==> src/rtl/spu_div.sv <==
module spu_div #(
    parameter int Q  = 30,
    parameter int VW = 17
) (
    input  logic          aclk,
    input  logic          en,
    input  logic [Q-1:0]  in_num,
    input  logic [VW-1:0] in_rem,
    input  logic [VW-1:0] in_den,
    output logic [Q-1:0]  out_quo
);

    logic [VW-1:0] rem_reg  [Q];
    logic [VW-1:0] den_reg  [Q];
    logic [Q-1:0]  w_reg    [Q];
    logic [VW-1:0] rem_in   [Q];
    logic [VW-1:0] den_in   [Q];
    logic [Q-1:0]  w_in     [Q];
    logic [VW-1:0] rem_next [Q];
    logic [Q-1:0]  w_next   [Q];
    logic [VW:0]   t_c      [Q];

    // restoring division: shift one dividend bit in, one quotient bit out
    always_comb begin
        rem_in[0] = in_rem;
        den_in[0] = in_den;
        w_in[0]   = in_num;
        for (int k = 1; k < Q; k++) begin
            rem_in[k] = rem_reg[k-1];
            den_in[k] = den_reg[k-1];
            w_in[k]   = w_reg[k-1];
        end
        for (int k = 0; k < Q; k++) begin
            t_c[k] = {rem_in[k], w_in[k][Q-1]};
            if (t_c[k] >= {1'b0, den_in[k]}) begin
                rem_next[k] = VW'(t_c[k] - {1'b0, den_in[k]});
                w_next[k]   = {w_in[k][Q-2:0], 1'b1};
            end else begin
                rem_next[k] = t_c[k][VW-1:0];
                w_next[k]   = {w_in[k][Q-2:0], 1'b0};
            end
        end
    end

    always_ff @(posedge aclk) begin
        if (en) begin
            for (int k = 0; k < Q; k++) begin
                rem_reg[k] <= rem_next[k];
                w_reg[k]   <= w_next[k];
                den_reg[k] <= den_in[k];
            end
        end
    end

    assign out_quo = w_reg[Q-1];

endmodule

==> config.mk <==
export PLATFORM = sky130hd
export DESIGN_NAME = spu_div
export DESIGN_NICKNAME = d
export VERILOG_FILES = /design/src/rtl/spu_div.sv
export SDC_FILE = /design/constraint.sdc
export NUM_CORES = 2
export LEC_CHECK = 0
export BUFFER_PORTS_ARGS = -buffer_cell sky130_fd_sc_hd__buf_4
export CORE_MARGIN = 1.5
export CORE_UTILIZATION = 63
export CTS_CLUSTER_DIAMETER = 200
export DETAILED_ROUTE_END_ITERATION = 8
export PLACE_DENSITY_LB_ADDON = 0.2
export SLEW_MARGIN = 20
export SYNTH_ARGS = -nofsm -noshare
export SYNTH_HDL_FRONTEND = slang
export SYNTH_SLANG_ARGS = --single-unit
==> constraint.sdc <==
create_clock -name aclk -period 5.12 [get_ports aclk]
set_input_delay 1.536 -clock aclk [delete_from_list [all_inputs] [get_ports aclk]]
set_output_delay 1.536 -clock aclk [all_outputs]
set_load 0.005 [all_outputs]
==> impl_metrics.env <==
export IMPL_outcome="finished clean"
export IMPL_yosys_warnings=0
export IMPL_synth_nets=6704
export IMPL_hp_class="flip-flop to flip-flop"
export IMPL_critPathRequiredTime_ns=5.68
export IMPL_ios=96
export IMPL_synth_edf_count=1886
export IMPL_r2r_start="w_reg[1][29]"
export IMPL_gp_congestion=0.8751
export IMPL_postLayoutCellArea_sq_mm=0.09630
export IMPL_wl_met2_um=70480
export IMPL_leakage_nw=37.57
export IMPL_netlist_area_sq_mm=0.08645
export IMPL_wl_met3_um=7546
export IMPL_antenna_found_initial=1
export IMPL_critical_path_class="flip-flop to flip-flop"
export IMPL_cts_resized=0
export IMPL_die_area_sq_mm=0.1395
export IMPL_post_route_period_util_pct=77.84
export IMPL_largest_reg_flops=900
export IMPL_hold_depth=0
export IMPL_worst_r2r_path_depth=12
export IMPL_hold_end="w_reg[1][301]"
export IMPL_synth_seq_cells=1886
export IMPL_critPathMaxStageDelay_ns=0.70
export IMPL_hold_viol_final=0
export IMPL_async_flop_share_pct=0
export IMPL_start_kind="flip-flop"
export IMPL_end_kind="flip-flop"
export IMPL_drt_initial_drc_count=3890
export IMPL_dpl_cell_area_sq_mm=0.08992
export IMPL_drive_gt1_share_pct=12.84
export IMPL_timing_hold_ws_ns=0.3910
export IMPL_slowest_stage="a311oi_1"
export IMPL_viasPerCell=5.782
export IMPL_cts_root_buffer="clkbuf_16"
export IMPL_syn_avg_cell_area_sq_um=14.17
export IMPL_rows=135
export IMPL_drc=0
export IMPL_numCtsBuffers=185
export IMPL_met1_length_um=70780
export IMPL_finalClockSkew_ns=0.04982
export IMPL_area_growth_syn_to_layout_pct=11.40
export IMPL_min_from="w_reg[1][270]"
export IMPL_cp_cell_sequence="inv_1, ha_1, inv_1, fa_1, a21oi_1, o21a_1, o21ai_0, a311oi_1, o31a_1, o21ai_0, a41o_1, mux2_2"
export IMPL_cap_viol_max_count=0
export IMPL_routedWlPerCell_um=18.38
export IMPL_r2r_slack_ns=1.13
export IMPL_cts_buffer_depth=3
export IMPL_max_vdd_ir_drop_uv=336.0
export IMPL_nFillCells=8892
export IMPL_synth_cell_types=83
export IMPL_start_util_pct=63.65
export IMPL_p_per_area_mw_per_mm2=598.4
export IMPL_die_x_um=373.4
export IMPL_period_minus_slack_ns=3.986
export IMPL_nNetsFinal=6984
export IMPL_routed_wirelength_um=152800
export IMPL_io_buffers=95
export IMPL_multi_input_area_sq_mm=0.02711
export IMPL_max_freq_mhz=250.9
export IMPL_routed_top_layer="met4"
export IMPL_fin_setup_tns_ns=0
export IMPL_total_power_mw=57.63
export IMPL_cts_tree="done"
export IMPL_antenna_left=0
export IMPL_grt_pass1_vias=47830
export IMPL_htree_levels=4
export IMPL_dr_pass1_iters=6
export IMPL_post_cts_buffers=0
export IMPL_tightest_slew_ns=1.044
export IMPL_hpwl_um=104900
export IMPL_arrival_ns=4.54
export IMPL_regToRegEndpoint="rem_reg[1][22]"
export IMPL_die_height_um=373.4
export IMPL_finalSetupViolCount=0
export IMPL_rsz0062_at_grt="no"
export IMPL_grt_max_degree=128
export IMPL_crit_fanout=18
export IMPL_antenna_cells=0
export IMPL_regArea_sq_mm=0.05663
export IMPL_relSlewSlack_pct=30.43
export IMPL_vias=48080
export IMPL_syn_inst=6099
export IMPL_post_route_util_pct=70.91
export IMPL_hold_buffers=0
export IMPL_fp_coreArea_sq_mm=0.1358
export IMPL_maxSlewViolCount=0
export IMPL_insertion_delay_ns=0.82
export IMPL_ys_seq_area_share_pct=65.51
export IMPL_cts_clk_slew_worst_paths_ns=0.06
export IMPL_cts_sinks=1886
export IMPL_synthFlopType="edfxtp_1"
export IMPL_track_usage_pct=22.02
export IMPL_grt_pass1_wl_um=247500
export IMPL_grt_overflow=0
==> cell type report <==
cell class	count	share of cell area, %
Clock buffer	212	4.912
Multi-Input combinational cell	3490	28.15
Tap cell	1781	2.314
Clock inverter	130	1.697
Sequential cell	1886	58.81
Timing Repair Buffer	166	1.588
Inverter	650	2.534
==> critical path, delay by kind of cell (launching register included) <==
family	cells	cell delay [ns]
buffers and inverters	2	0.16
AO/OA/AOI/OAI	7	2.21
adder cells (fa/ha/maj)	2	0.58
multiplexers	1	0.40
flip-flops	1	0.38
==> report_power, final <==
| group | leakage [nW] | switching [mW] | internal (mW) |
|---|---|---|---|
| clock | 3.07 | 5.78 | 8.16 |
| combinational | 16.1 | 10.7 | 9.85 |
| sequential | 18.4 | 1.82 | 21.3 |
==> kinds of logic after synthesis <==
| family | synth area share (%) |
|---|---|
| and+or+nand+nor | 5.297 |
| buffers and inverters | 3.193 |
| xor gates and xnor gates | 3.840 |
| AOI/OAI and AO/OA | 9.334 |
| DFF | 65.51 |
| muxes | 4.769 |
| adders and majority gates | 8.053 |
==> metal layers <==
metal | vias up | global-route usage [%]
met5 | - | 0
met4 | 0 | 6.846
met3 | 301 | 3.659
met2 | 1158 | 34.80
met1 | 23260 | 31.59
li1 | 23360 | -
==> worst max-delay path by stage <==
stage / startpoint / endpoint / slack, ns
floorplan: in_num[29] / rem_reg[0][15] / 1.03
global route: w_reg[1][29] / rem_reg[1][25] / 0.91
CTS: w_reg[1][29] / rem_reg[1][22] / 1.17
detailed placement: in_num[29] / rem_reg[0][5] / 0.69
finish: w_reg[1][29] / rem_reg[1][22] / 1.13
global placement: in_num[29] / rem_reg[0][1] / 0.69
==> metrics by stage <==
| step | worst slack (ns) | cells |
|---|---|---|
| global placement | 0.6887 | 7973 |
| CTS | 1.171 | 8315 |
| floorplan | 1.026 | 6099 |
| detailed placement | 0.6876 | 7973 |
| finish | 1.134 | 8315 |
| global route | 0.9075 | 8315 |
==> cell usage in the layout, fill, tap and decap left out, drive strengths merged, types with 69 or more instances in the layout <==
master,instances
nor2,290
ha,510
nor3,80
a21oi,365
nand2,254
mux2,335
clkinv,86
nand4,69
buf,166
xor2,117
inv,656
clkbuf,212
a21o,167
o21ai,262
xnor2,262
edfxtp,1886
==> Yosys cell counts (all sizes together) (55+ instances only) <==
master | count | area [sq um]
xor2 | 117 | 1025
nand3 | 61 | 305.3
a21o | 167 | 1255
xnor2 | 262 | 2295
mux2 | 335 | 3802
o21bai | 60 | 450.4
inv | 650 | 2440
o21a | 60 | 450.4
o21ai | 262 | 1315
edfxtp | 1886 | 56630
a21oi | 365 | 1827
nand4 | 69 | 431.7
a211oi | 55 | 417.9
nor3 | 80 | 400.4
ha | 510 | 6381
nand2 | 254 | 953.4
nor2 | 290 | 1089
Note: power is estimated with default switching activity, not from simulation.
